==> src/sv/nmk_pkg.sv <==
package nmk_pkg;

    localparam int VAL_W         = 64;
    localparam int SET_W         = 32;
    localparam int SET_FRAC      = 16;
    localparam int FRAC_BITS_DEF = 32;
    localparam int REG_IDX_W     = 3;
    localparam int TYPE_W        = 2;
    localparam int MUL_LAT       = 4;
    localparam int PIPE_DEPTH    = 2 * MUL_LAT + 2;

    localparam logic [VAL_W-1:0] VAL_MAX     = {1'b0, {(VAL_W-1){1'b1}}};
    localparam logic [VAL_W-1:0] VAL_MIN     = {1'b1, {(VAL_W-1){1'b0}}};
    localparam logic [VAL_W-1:0] VAL_MIN_MAG = {1'b1, {(VAL_W-1){1'b0}}};

    localparam logic [SET_W-1:0] TIME_STEP_RST = SET_W'(65536);
    localparam logic [SET_W-1:0] ALPHA_RST     = SET_W'(32768);
    localparam logic [SET_W-1:0] BETA_RST      = SET_W'(32768);

    localparam logic CMD_PREDICT = 1'b0;
    localparam logic CMD_CORRECT = 1'b1;

    typedef enum logic [REG_IDX_W-1:0] {
        REG_TIME_STEP     = 3'd0,
        REG_ALPHA_WEIGHT  = 3'd1,
        REG_BETA_WEIGHT   = 3'd2,
        REG_K_WEIGHT      = 3'd3,
        REG_H_WEIGHT      = 3'd4,
        REG_SOLUTION_TYPE = 3'd5
    } reg_idx_t;

    typedef enum logic [TYPE_W-1:0] {
        SOL_ACC   = 2'd0,
        SOL_VEL   = 2'd1,
        SOL_DISP  = 2'd2,
        SOL_UNDEF = 2'd3
    } sol_t;

    typedef logic signed [VAL_W-1:0] val_t;

    typedef struct packed {
        val_t val;
        logic sat;
    } sval_t;

    typedef struct packed {
        logic cmd;
        logic blocked;
        val_t disp_in;
        val_t vel_in;
        val_t acc_in;
        val_t increment;
    } dof_t;

    typedef struct packed {
        val_t disp_out;
        val_t vel_out;
        val_t acc_out;
        logic saturated;
    } upd_t;

    typedef struct packed {
        logic [SET_W-1:0] dt;
        val_t             c1dt;
        val_t             c2dt;
        val_t             c3;
        val_t             c4;
        val_t             c5;
        val_t             e;
        val_t             d;
        val_t             c;
        logic             pred_sat;
        logic             corr_sat;
        logic             pass_corr;
    } coef_t;

    // magnitude q with sign neg, saturated to the signed range
    function automatic sval_t sat_build(input logic neg, input logic [2*VAL_W-1:0] q);
        logic             over;
        logic [VAL_W-1:0] m;
        sval_t            r;
        over = |q[2*VAL_W-1:VAL_W];
        m    = q[VAL_W-1:0];
        if (neg)
        begin
            if (over || (m > VAL_MIN_MAG))
            begin
                r.val = VAL_MIN;
                r.sat = 1'b1;
            end
            else
            begin
                r.val = VAL_W'(0) - m;
                r.sat = 1'b0;
            end
        end
        else
        begin
            if (over || m[VAL_W-1])
            begin
                r.val = VAL_MAX;
                r.sat = 1'b1;
            end
            else
            begin
                r.val = m;
                r.sat = 1'b0;
            end
        end
        return r;
    endfunction

    function automatic sval_t sat_fix(input logic signed [VAL_W:0] s);
        sval_t r;
        if (s[VAL_W] != s[VAL_W-1])
        begin
            r.val = s[VAL_W] ? VAL_MIN : VAL_MAX;
            r.sat = 1'b1;
        end
        else
        begin
            r.val = s[VAL_W-1:0];
            r.sat = 1'b0;
        end
        return r;
    endfunction

    function automatic sval_t sat_add(input val_t a, input val_t b);
        logic signed [VAL_W:0] s;
        s = {a[VAL_W-1], a} + {b[VAL_W-1], b};
        return sat_fix(s);
    endfunction

    function automatic sval_t sat_sub(input val_t a, input val_t b);
        logic signed [VAL_W:0] s;
        s = {a[VAL_W-1], a} - {b[VAL_W-1], b};
        return sat_fix(s);
    endfunction

endpackage

==> src/sv/nmk_coef.sv <==
// settings registers and serial coefficient sequencer
module nmk_coef import nmk_pkg::*;
#(
    parameter int FRAC_BITS = FRAC_BITS_DEF
)
(
    input  logic                 clk,
    input  logic                 rst_n,
    input  logic                 wr_en,
    input  logic [REG_IDX_W-1:0] wr_index,
    input  logic [SET_W-1:0]     wr_data,
    output coef_t                coef,
    output logic                 ready
);

    localparam int PROD_W = VAL_W + SET_W;
    localparam int CNT_W  = $clog2(SET_W);
    localparam int IDX_W  = $clog2(2 * VAL_W);
    localparam logic [VAL_W-1:0] ONE  = VAL_W'(1) << FRAC_BITS;
    localparam logic [VAL_W-1:0] HALF = VAL_W'(1) << (FRAC_BITS - 1);
    localparam logic [IDX_W-1:0] RCP_BIT = IDX_W'(2 * FRAC_BITS);
    localparam logic [IDX_W-1:0] Q_TOP   = IDX_W'(VAL_W - 1);

    typedef enum logic [4:0] {
        ST_KQ, ST_HQ, ST_C1, ST_C2A, ST_C2B, ST_C4, ST_C1DT, ST_C2DT,
        ST_BQ, ST_BDT, ST_AQ, ST_ADT, ST_X1, ST_X2, ST_RB, ST_RX, ST_RA, ST_DONE
    } step_t;

    typedef enum logic [1:0] {PH_LOAD, PH_RUN, PH_WRITE} phase_t;

    step_t              step_reg;
    phase_t             phase_reg;
    logic [SET_W-1:0]   dt_reg, alpha_reg, beta_reg, k_reg, h_reg;
    logic [TYPE_W-1:0]  type_reg;
    val_t               kq_reg, hq_reg, tmp_reg, c1_reg, c2_reg, c3_reg, c4_reg, c5_reg;
    val_t               c1dt_reg, c2dt_reg, bdt_reg, adt_reg, x_reg, rb_reg, rx_reg, ra_reg;
    logic               psat_reg, bsat_reg, xsat_reg, rbsat_reg, rxsat_reg, rasat_reg;
    logic [PROD_W-1:0]  acc_reg, msh_reg;
    logic [SET_W-1:0]   sh_reg;
    logic [CNT_W-1:0]   cnt_reg;
    logic               neg_reg;
    logic [VAL_W-1:0]   ux_reg, rem_reg;
    logic [VAL_W-2:0]   q_reg;
    logic [IDX_W-1:0]   i_reg;
    logic               over_reg, rbad_reg;

    val_t               op_a, rc_x;
    logic [SET_W-1:0]   op_s;
    logic               is_rcp;
    sval_t              mres, rres, sub_one, sub_half, sub_c3, sub_c5;
    logic [VAL_W-1:0]   rem_sh;

    always_comb
    begin
        op_a   = ONE;
        op_s   = dt_reg;
        rc_x   = bdt_reg;
        is_rcp = 1'b0;
        unique case (step_reg)
            ST_KQ:   op_s = k_reg;
            ST_HQ:   op_s = h_reg;
            ST_C1:   begin op_a = kq_reg;   op_s = alpha_reg; end
            ST_C2A:  begin op_a = hq_reg;   op_s = alpha_reg; end
            ST_C2B:  begin op_a = tmp_reg;  op_s = beta_reg;  end
            ST_C4:   begin op_a = hq_reg;   op_s = beta_reg;  end
            ST_C1DT: op_a = c1_reg;
            ST_C2DT: op_a = c2_reg;
            ST_BQ:   op_s = beta_reg;
            ST_BDT:  op_a = tmp_reg;
            ST_AQ:   op_s = alpha_reg;
            ST_ADT:  op_a = tmp_reg;
            ST_X1:   begin op_a = bdt_reg;  op_s = alpha_reg; end
            ST_X2:   op_a = tmp_reg;
            ST_RB:   is_rcp = 1'b1;
            ST_RX:   begin rc_x = x_reg;   is_rcp = 1'b1; end
            ST_RA:   begin rc_x = adt_reg; is_rcp = 1'b1; end
            ST_DONE: is_rcp = 1'b0;
        endcase
    end

    assign mres     = sat_build(neg_reg, (2*VAL_W)'(acc_reg >> SET_FRAC));
    assign rres.val = (rbad_reg || over_reg) ? VAL_MAX : VAL_W'(q_reg);
    assign rres.sat = rbad_reg || over_reg;
    assign sub_one  = sat_sub(ONE, mres.val);
    assign sub_half = sat_sub(HALF, mres.val);
    assign sub_c3   = sat_sub(ONE, kq_reg);
    assign sub_c5   = sat_sub(ONE, hq_reg);
    assign rem_sh   = {rem_reg[VAL_W-2:0], i_reg == RCP_BIT};

    always_ff @(posedge clk or negedge rst_n)
    begin
        if (!rst_n)
        begin
            step_reg  <= ST_KQ;
            phase_reg <= PH_LOAD;
            dt_reg    <= TIME_STEP_RST;
            alpha_reg <= ALPHA_RST;
            beta_reg  <= BETA_RST;
            k_reg     <= '0;
            h_reg     <= '0;
            type_reg  <= SOL_ACC;
            kq_reg    <= '0;  hq_reg   <= '0;  tmp_reg  <= '0;
            c1_reg    <= '0;  c2_reg   <= '0;  c3_reg   <= '0;
            c4_reg    <= '0;  c5_reg   <= '0;  c1dt_reg <= '0;
            c2dt_reg  <= '0;  bdt_reg  <= '0;  adt_reg  <= '0;
            x_reg     <= '0;  rb_reg   <= '0;  rx_reg   <= '0;
            ra_reg    <= '0;
            psat_reg  <= 1'b0; bsat_reg  <= 1'b0; xsat_reg  <= 1'b0;
            rbsat_reg <= 1'b0; rxsat_reg <= 1'b0; rasat_reg <= 1'b0;
            acc_reg   <= '0;  msh_reg  <= '0;  sh_reg   <= '0;
            cnt_reg   <= '0;  neg_reg  <= 1'b0;
            ux_reg    <= '0;  rem_reg  <= '0;  q_reg    <= '0;
            i_reg     <= '0;  over_reg <= 1'b0; rbad_reg <= 1'b0;
        end
        else if (wr_en)
        begin
            unique case (wr_index)
                REG_TIME_STEP:     dt_reg    <= wr_data;
                REG_ALPHA_WEIGHT:  alpha_reg <= wr_data;
                REG_BETA_WEIGHT:   beta_reg  <= wr_data;
                REG_K_WEIGHT:      k_reg     <= wr_data;
                REG_H_WEIGHT:      h_reg     <= wr_data;
                REG_SOLUTION_TYPE: type_reg  <= wr_data[TYPE_W-1:0];
                default:           ;
            endcase
            step_reg  <= ST_KQ;
            phase_reg <= PH_LOAD;
            psat_reg  <= 1'b0; bsat_reg  <= 1'b0; xsat_reg  <= 1'b0;
            rbsat_reg <= 1'b0; rxsat_reg <= 1'b0; rasat_reg <= 1'b0;
        end
        else if (step_reg != ST_DONE)
        begin
            unique case (phase_reg)
                PH_LOAD:
                begin
                    if (is_rcp)
                    begin
                        ux_reg   <= rc_x;
                        rem_reg  <= '0;
                        q_reg    <= '0;
                        i_reg    <= IDX_W'(2 * VAL_W - 1);
                        over_reg <= 1'b0;
                        rbad_reg <= rc_x[VAL_W-1] || (rc_x == '0);
                        phase_reg <= (rc_x[VAL_W-1] || (rc_x == '0)) ? PH_WRITE : PH_RUN;
                    end
                    else
                    begin
                        acc_reg   <= '0;
                        msh_reg   <= PROD_W'(op_a[VAL_W-1] ? VAL_W'(0) - op_a : op_a);
                        sh_reg    <= op_s;
                        neg_reg   <= op_a[VAL_W-1];
                        cnt_reg   <= '0;
                        phase_reg <= PH_RUN;
                    end
                end
                PH_RUN:
                begin
                    if (is_rcp)
                    begin
                        if (rem_sh >= ux_reg)
                        begin
                            rem_reg <= rem_sh - ux_reg;
                            if (i_reg >= Q_TOP)
                                over_reg <= 1'b1;
                            else
                                q_reg[i_reg[IDX_W-2:0]] <= 1'b1;
                        end
                        else
                            rem_reg <= rem_sh;
                        i_reg <= i_reg - 1'b1;
                        if (i_reg == '0)
                            phase_reg <= PH_WRITE;
                    end
                    else
                    begin
                        if (sh_reg[0])
                            acc_reg <= acc_reg + msh_reg;
                        msh_reg <= msh_reg << 1;
                        sh_reg  <= sh_reg >> 1;
                        cnt_reg <= cnt_reg + 1'b1;
                        if (cnt_reg == CNT_W'(SET_W - 1))
                            phase_reg <= PH_WRITE;
                    end
                end
                PH_WRITE:
                begin
                    phase_reg <= PH_LOAD;
                    unique case (step_reg)
                        ST_KQ:
                        begin
                            kq_reg <= mres.val; psat_reg <= psat_reg | mres.sat;
                            step_reg <= ST_HQ;
                        end
                        ST_HQ:
                        begin
                            hq_reg <= mres.val; psat_reg <= psat_reg | mres.sat;
                            step_reg <= ST_C1;
                        end
                        ST_C1:
                        begin
                            c1_reg <= sub_one.val;
                            psat_reg <= psat_reg | mres.sat | sub_one.sat;
                            step_reg <= ST_C2A;
                        end
                        ST_C2A:
                        begin
                            tmp_reg <= mres.val; psat_reg <= psat_reg | mres.sat;
                            step_reg <= ST_C2B;
                        end
                        ST_C2B:
                        begin
                            c2_reg <= sub_half.val;
                            psat_reg <= psat_reg | mres.sat | sub_half.sat;
                            step_reg <= ST_C4;
                        end
                        ST_C4:
                        begin
                            c4_reg <= sub_one.val;
                            c3_reg <= sub_c3.val;
                            c5_reg <= sub_c5.val;
                            psat_reg <= psat_reg | mres.sat | sub_one.sat
                                      | sub_c3.sat | sub_c5.sat;
                            step_reg <= ST_C1DT;
                        end
                        ST_C1DT:
                        begin
                            c1dt_reg <= mres.val; psat_reg <= psat_reg | mres.sat;
                            step_reg <= ST_C2DT;
                        end
                        ST_C2DT:
                        begin
                            c2dt_reg <= mres.val; psat_reg <= psat_reg | mres.sat;
                            step_reg <= ST_BQ;
                        end
                        ST_BQ:
                        begin
                            tmp_reg <= mres.val; bsat_reg <= bsat_reg | mres.sat;
                            step_reg <= ST_BDT;
                        end
                        ST_BDT:
                        begin
                            bdt_reg <= mres.val; bsat_reg <= bsat_reg | mres.sat;
                            step_reg <= ST_AQ;
                        end
                        ST_AQ:
                        begin
                            tmp_reg <= mres.val; bsat_reg <= bsat_reg | mres.sat;
                            step_reg <= ST_ADT;
                        end
                        ST_ADT:
                        begin
                            adt_reg <= mres.val; bsat_reg <= bsat_reg | mres.sat;
                            step_reg <= ST_X1;
                        end
                        ST_X1:
                        begin
                            tmp_reg <= mres.val; xsat_reg <= xsat_reg | mres.sat;
                            step_reg <= ST_X2;
                        end
                        ST_X2:
                        begin
                            x_reg <= mres.val; xsat_reg <= xsat_reg | mres.sat;
                            step_reg <= ST_RB;
                        end
                        ST_RB:
                        begin
                            rb_reg <= rres.val; rbsat_reg <= rres.sat;
                            step_reg <= ST_RX;
                        end
                        ST_RX:
                        begin
                            rx_reg <= rres.val; rxsat_reg <= rres.sat;
                            step_reg <= ST_RA;
                        end
                        ST_RA:
                        begin
                            ra_reg <= rres.val; rasat_reg <= rres.sat;
                            step_reg <= ST_DONE;
                        end
                        ST_DONE: step_reg <= ST_DONE;
                    endcase
                end
                default: phase_reg <= PH_LOAD;
            endcase
        end
    end

    always_comb
    begin
        coef.dt        = dt_reg;
        coef.c1dt      = c1dt_reg;
        coef.c2dt      = c2dt_reg;
        coef.c3        = c3_reg;
        coef.c4        = c4_reg;
        coef.c5        = c5_reg;
        coef.pred_sat  = psat_reg;
        coef.pass_corr = 1'b0;
        unique case (type_reg)
            SOL_VEL:
            begin
                coef.c = rb_reg; coef.d = ONE; coef.e = adt_reg;
                coef.corr_sat = bsat_reg | rbsat_reg;
            end
            SOL_DISP:
            begin
                coef.c = rx_reg; coef.d = ra_reg; coef.e = ONE;
                coef.corr_sat = bsat_reg | xsat_reg | rxsat_reg | rasat_reg;
            end
            SOL_UNDEF:
            begin
                coef.c = ONE; coef.d = bdt_reg; coef.e = x_reg;
                coef.corr_sat  = 1'b0;
                coef.pass_corr = 1'b1;
            end
            default:
            begin
                coef.c = ONE; coef.d = bdt_reg; coef.e = x_reg;
                coef.corr_sat = bsat_reg | xsat_reg;
            end
        endcase
    end

    assign ready = (step_reg == ST_DONE);

endmodule

==> config.mk <==
export PLATFORM = sky130hd
export DESIGN_NAME = nmk_coef
export DESIGN_NICKNAME = d
export VERILOG_FILES = /design/src/sv/nmk_pkg.sv /design/src/sv/nmk_coef.sv
export SDC_FILE = /design/constraint.sdc
export NUM_CORES = 2
export LEC_CHECK = 0
export BUFFER_PORTS_ARGS = -buffer_cell sky130_fd_sc_hd__buf_2
export CAP_MARGIN = 40
export CORE_MARGIN = 4
export CORE_UTILIZATION = 40
export CTS_CLUSTER_SIZE = 20
export DETAILED_ROUTE_END_ITERATION = 10
export PLACE_DENSITY_LB_ADDON = 0.25
export SLEW_MARGIN = 15
export SYNTH_ARGS = -nofsm -noshare
export SYNTH_HDL_FRONTEND = slang
export SYNTH_SLANG_ARGS = --single-unit
export TNS_END_PERCENT = 20
==> constraint.sdc <==
create_clock -name clk -period 8.5 [get_ports clk]
set_input_delay 2.125 -clock clk [delete_from_list [all_inputs] [get_ports clk]]
set_output_delay 2.125 -clock clk [all_outputs]
set_load 0.02 [all_outputs]
==> impl_metrics.csv <==
group,metric,value,unit
final_layout,area.growth.synth_to_final,15.0,%
logic_synthesis,postSynthRegisterBits,1625,
pwr,p_leak,46.1,nW
route,via_total_after_detailed_routing,80800,
logic_synthesis,ys_types,95,
sta,whs,0.474,ns
worst_setup_path,critical-path-slowest-cell,"nand4_1",
place,dp_wirelength,287,mm
place,dp_worst_setup_slack,1.82,ns
route,drtAntennaViolNets,0,
floorplanning,coreArea,215000,µm²
sta,worst_slack,1.65,ns
sta,max_freq,146,MHz
sta,rsz_0062_raised_after_global_routing,"no",
global_routing,global_router_s_overall_resource_usage,33.6,%
sta,transition_time_at_the_pin_with_the_least_slew_margin,1.22,ns
place,dpl.cell_count,12800,
logic_synthesis,ys.warnings.count,0,
logic_synthesis,synthesis.area,86900,µm²
route,drt-pass1-iter-count,10,
route,residual_drc,0,
route,detailedRoute.firstIterationViolations,10600,
clocking,numCtsBuffers,182,
worst_setup_path,timing.critical_path.cells,"inv_1, ha_1, nor3b_2, nand4_1, buf_4, nor3_1, o22ai_1, a21oi_1, nand3_1, o21ai_0, a21o_1, nor4bb_2, buf_2, mux2i_1, nand2_1, buf_8, o22a_1",
floorplanning,floorplan.rows,170,
clocking,worst_skew_pair.late_latency,0.89,ns
final_layout,layout.cells.most_common,"nand2_1",
clocking,post_cts_resized,0,
pwr,powerDensity,401,nW/µm²
worst_setup_path,critical_path_buf_inv_count,4,
place,postPlaceCellArea,93300,µm²
clocking,quantity_of_hold_fixing_buffers_added_after_cts,0,
worst_hold_path,worstHoldPathType,"reg2reg",
logic_synthesis,synth_instances,9910,
sta,worst_slew_margin_rel,18.4,%
sta,timing.clock.skew,0.107,ns
floorplanning,initial_utilization,40.4,%
sta,final-max-slew-violation-count,0,
clocking,path_clk_slew,0.06,ns
clocking,cts_setup_buffers,0,
pwr,ir_drop,0.290,mV
clocking,root_buffer,"clkbuf_16",
global_routing,vias_in_the_first_global_route,75900,
global_routing,gr-total-overflow,0,
job,timing.max_cap.violations,0,
route,drt-wirelength-per-cell,29.5,µm
clocking,clock_sinks,1625,
sta,min_period_over_period,80.6,%
place,io_buf_count,584,
floorplanning,fp.dieArea,225000,µm²
global_routing,number_of_antenna_violations_at_the_first_check_in_global_routing,39,
final_layout,layout_common_cells,"nand2_1 (1773), dfrtp_1 (1620), o21ai_0 (1305), buf_2 (603), a21oi_1 (599)",
floorplanning,dieWidth,474,µm
route,post_drt_via_cell_ratio,6.13,
final_layout,stdcell_area,100000,µm²
floorplanning,num_io_pins,586,
run_status,status,"complete, no violations",
final_layout,stdcell_count,13200,
worst_setup_path,critical_path_class,"reg2reg",
logic_synthesis,synth.net_count,10100,
logic_synthesis,synth-edff-count,0,
route,drt_wirelength,389,mm
sta,period_needed,6.85,ns
final_layout,nets,10400,
worst_setup_path,critPathRequiredTime,9.24,ns
global_routing,global_route_wire_length_before_repair,554,mm
global_routing,maximum_number_of_pins_on_one_net_before_global_route_repair,178,
worst_setup_path,critical-path-max-stage-delay,0.69,ns
clocking,cts_tree,"built",
worst_setup_path,worstPathMaxFanout,18,
worst_setup_path,family_with_the_most_delay_on_the_worst_path,"simple AND/OR/NAND/NOR gates",
worst_setup_path,worstPathArrival,7.59,ns
floorplanning,die_h,474,µm
sta,totalNegativeSetupSlack,0,ns
worst_setup_path,end_kind,"register",
clocking,clock_path_buffers,3,
clocking,cts_htree_levels,4,
final_layout,layout-drive-gt1-share,14.2,%
sta,setup_violations,0,
logic_synthesis,synth-main-ff-cell,"dfrtp_1",
worst_setup_path,setup.worst_path.start_class,"register",
logic_synthesis,yosysSeqAreaShare,46.8,%
sta,final_hold_viol_count,0,
logic_synthesis,ys_async_sr_fraction,100,%
logic_synthesis,syn_avg_cell_area,8.77,µm²
place,gp_routability_congestion,1.02,
[per-stage QoR]
step / total power [mW] / util [%]
final: 40.0 / 46.4
after global routing: 41.8 / 46.4
after CTS: 39.5 / 46.3
after detailed placement: 31.0 / 43.4
after global placement: 30.6 / 43.1
after floorplan: 22.8 / -
[kinds of logic (layout without fill, tap and decap cells)]
group / Yosys count / count (layout) / synth area share [%]
xor+xnor: 398 / 398 / 4.02
flops: 1625 / 1625 / 46.8
compound gates: 3110 / 3110 / 22.0
fa+ha+maj: 175 / 175 / 2.54
simple gates: 3306 / 3306 / 17.0
buf+inv: 1062 / 1476 / 4.67
mux: 233 / 233 / 2.94
other cells: 1 / 17 / 0.00432
[power breakdown]
group	internal, mW	switching (mW)
clock	4.96	3.50
combinational	6.48	14.1
sequential	9.13	1.86
total	20.6	19.5
[worst reg2reg max path: cells and delay by family, from the launching register on]
kind,cells,cell delay [ns]
mux,1,0.22
fa+ha+maj,1,0.30
flops,1,0.48
buf+inv,4,1.18
simple gates,6,2.67
compound gates,5,1.89
[metal layers]
| layer | global-route usage (%) | up-vias | share of wire [%] |
|---|---|---|---|
| met2 | 49.7 | 4114 | 43 |
| li1 | - | 35500 | - |
| met1 | 44.9 | 40200 | 40 |
| met4 | 21.2 | 24 | 7.5 |
| met3 | 7.11 | 899 | 9.2 |
| met5 | 0 | - | 0.040 |
[Yosys cell counts, types with 26 or more instances]
cell | number | area share (%)
a32o_1 | 67 | 0.77
nand3_1 | 168 | 0.97
or3_1 | 63 | 0.45
xor2_1 | 171 | 1.7
o22ai_1 | 28 | 0.20
o31ai_1 | 36 | 0.31
o21a_1 | 41 | 0.35
a31oi_1 | 74 | 0.53
dfrtp_1 | 1622 | 47
and3_1 | 63 | 0.45
xnor2_1 | 226 | 2.3
buf_1 | 49 | 0.21
a21o_1 | 113 | 0.98
nor2b_1 | 55 | 0.40
a22o_1 | 182 | 1.8
o21bai_1 | 33 | 0.29
or2_2 | 26 | 0.19
o211ai_1 | 37 | 0.32
or4_1 | 43 | 0.37
a211oi_1 | 40 | 0.35
mux2_2 | 179 | 2.3
o21ai_1 | 125 | 0.72
nand2b_1 | 78 | 0.56
o22a_1 | 39 | 0.39
ha_1 | 173 | 2.5
o21ai_0 | 1307 | 7.5
a21oi_1 | 602 | 3.5
a22oi_1 | 85 | 0.73
inv_1 | 302 | 1.3
nand4_1 | 97 | 0.70
a222oi_1 | 48 | 0.55
o211a_1 | 35 | 0.40
buf_2 | 27 | 0.16
nor4_1 | 83 | 0.60
clkbuf_1 | 675 | 2.9
nand2_1 | 1783 | 7.7
nor2_1 | 547 | 2.4
nor3_1 | 162 | 0.93
and2_1 | 34 | 0.24
a41oi_1 | 47 | 0.47
mux2i_1 | 54 | 0.62
[cell type report]
cell class | count | area [µm²]
Clock buffer | 264 | 5290
Inverter | 304 | 1140
Antenna cell | 16 | 40.0
Clock inverter | 70 | 1100
Timing Repair Buffer | 838 | 5380
Tap cell | 2838 | 3550
Multi-Input combinational cell | 7223 | 42800
Sequential cell | 1625 | 40700
Fill cell | 20800 | 115000
[path summary, 6_finish.rpt]
kind                             start            to  slack, ns  cells after the start
hold / removal               c5_reg[1]     c5_reg[1]       0.47                      2
setup reg to reg           acc_reg[16]    c2_reg[54]       1.65                     17
hold reg to reg              c5_reg[1]     c5_reg[1]       0.47                      2
setup / recovery           acc_reg[16]    c2_reg[54]       1.65                     17
max in group asynchronous        rst_n   c1dt_reg[0]       5.14                      3
min in group asynchronous        rst_n  c1dt_reg[20]       1.22                      1
(Power assumes the default switching activity.)
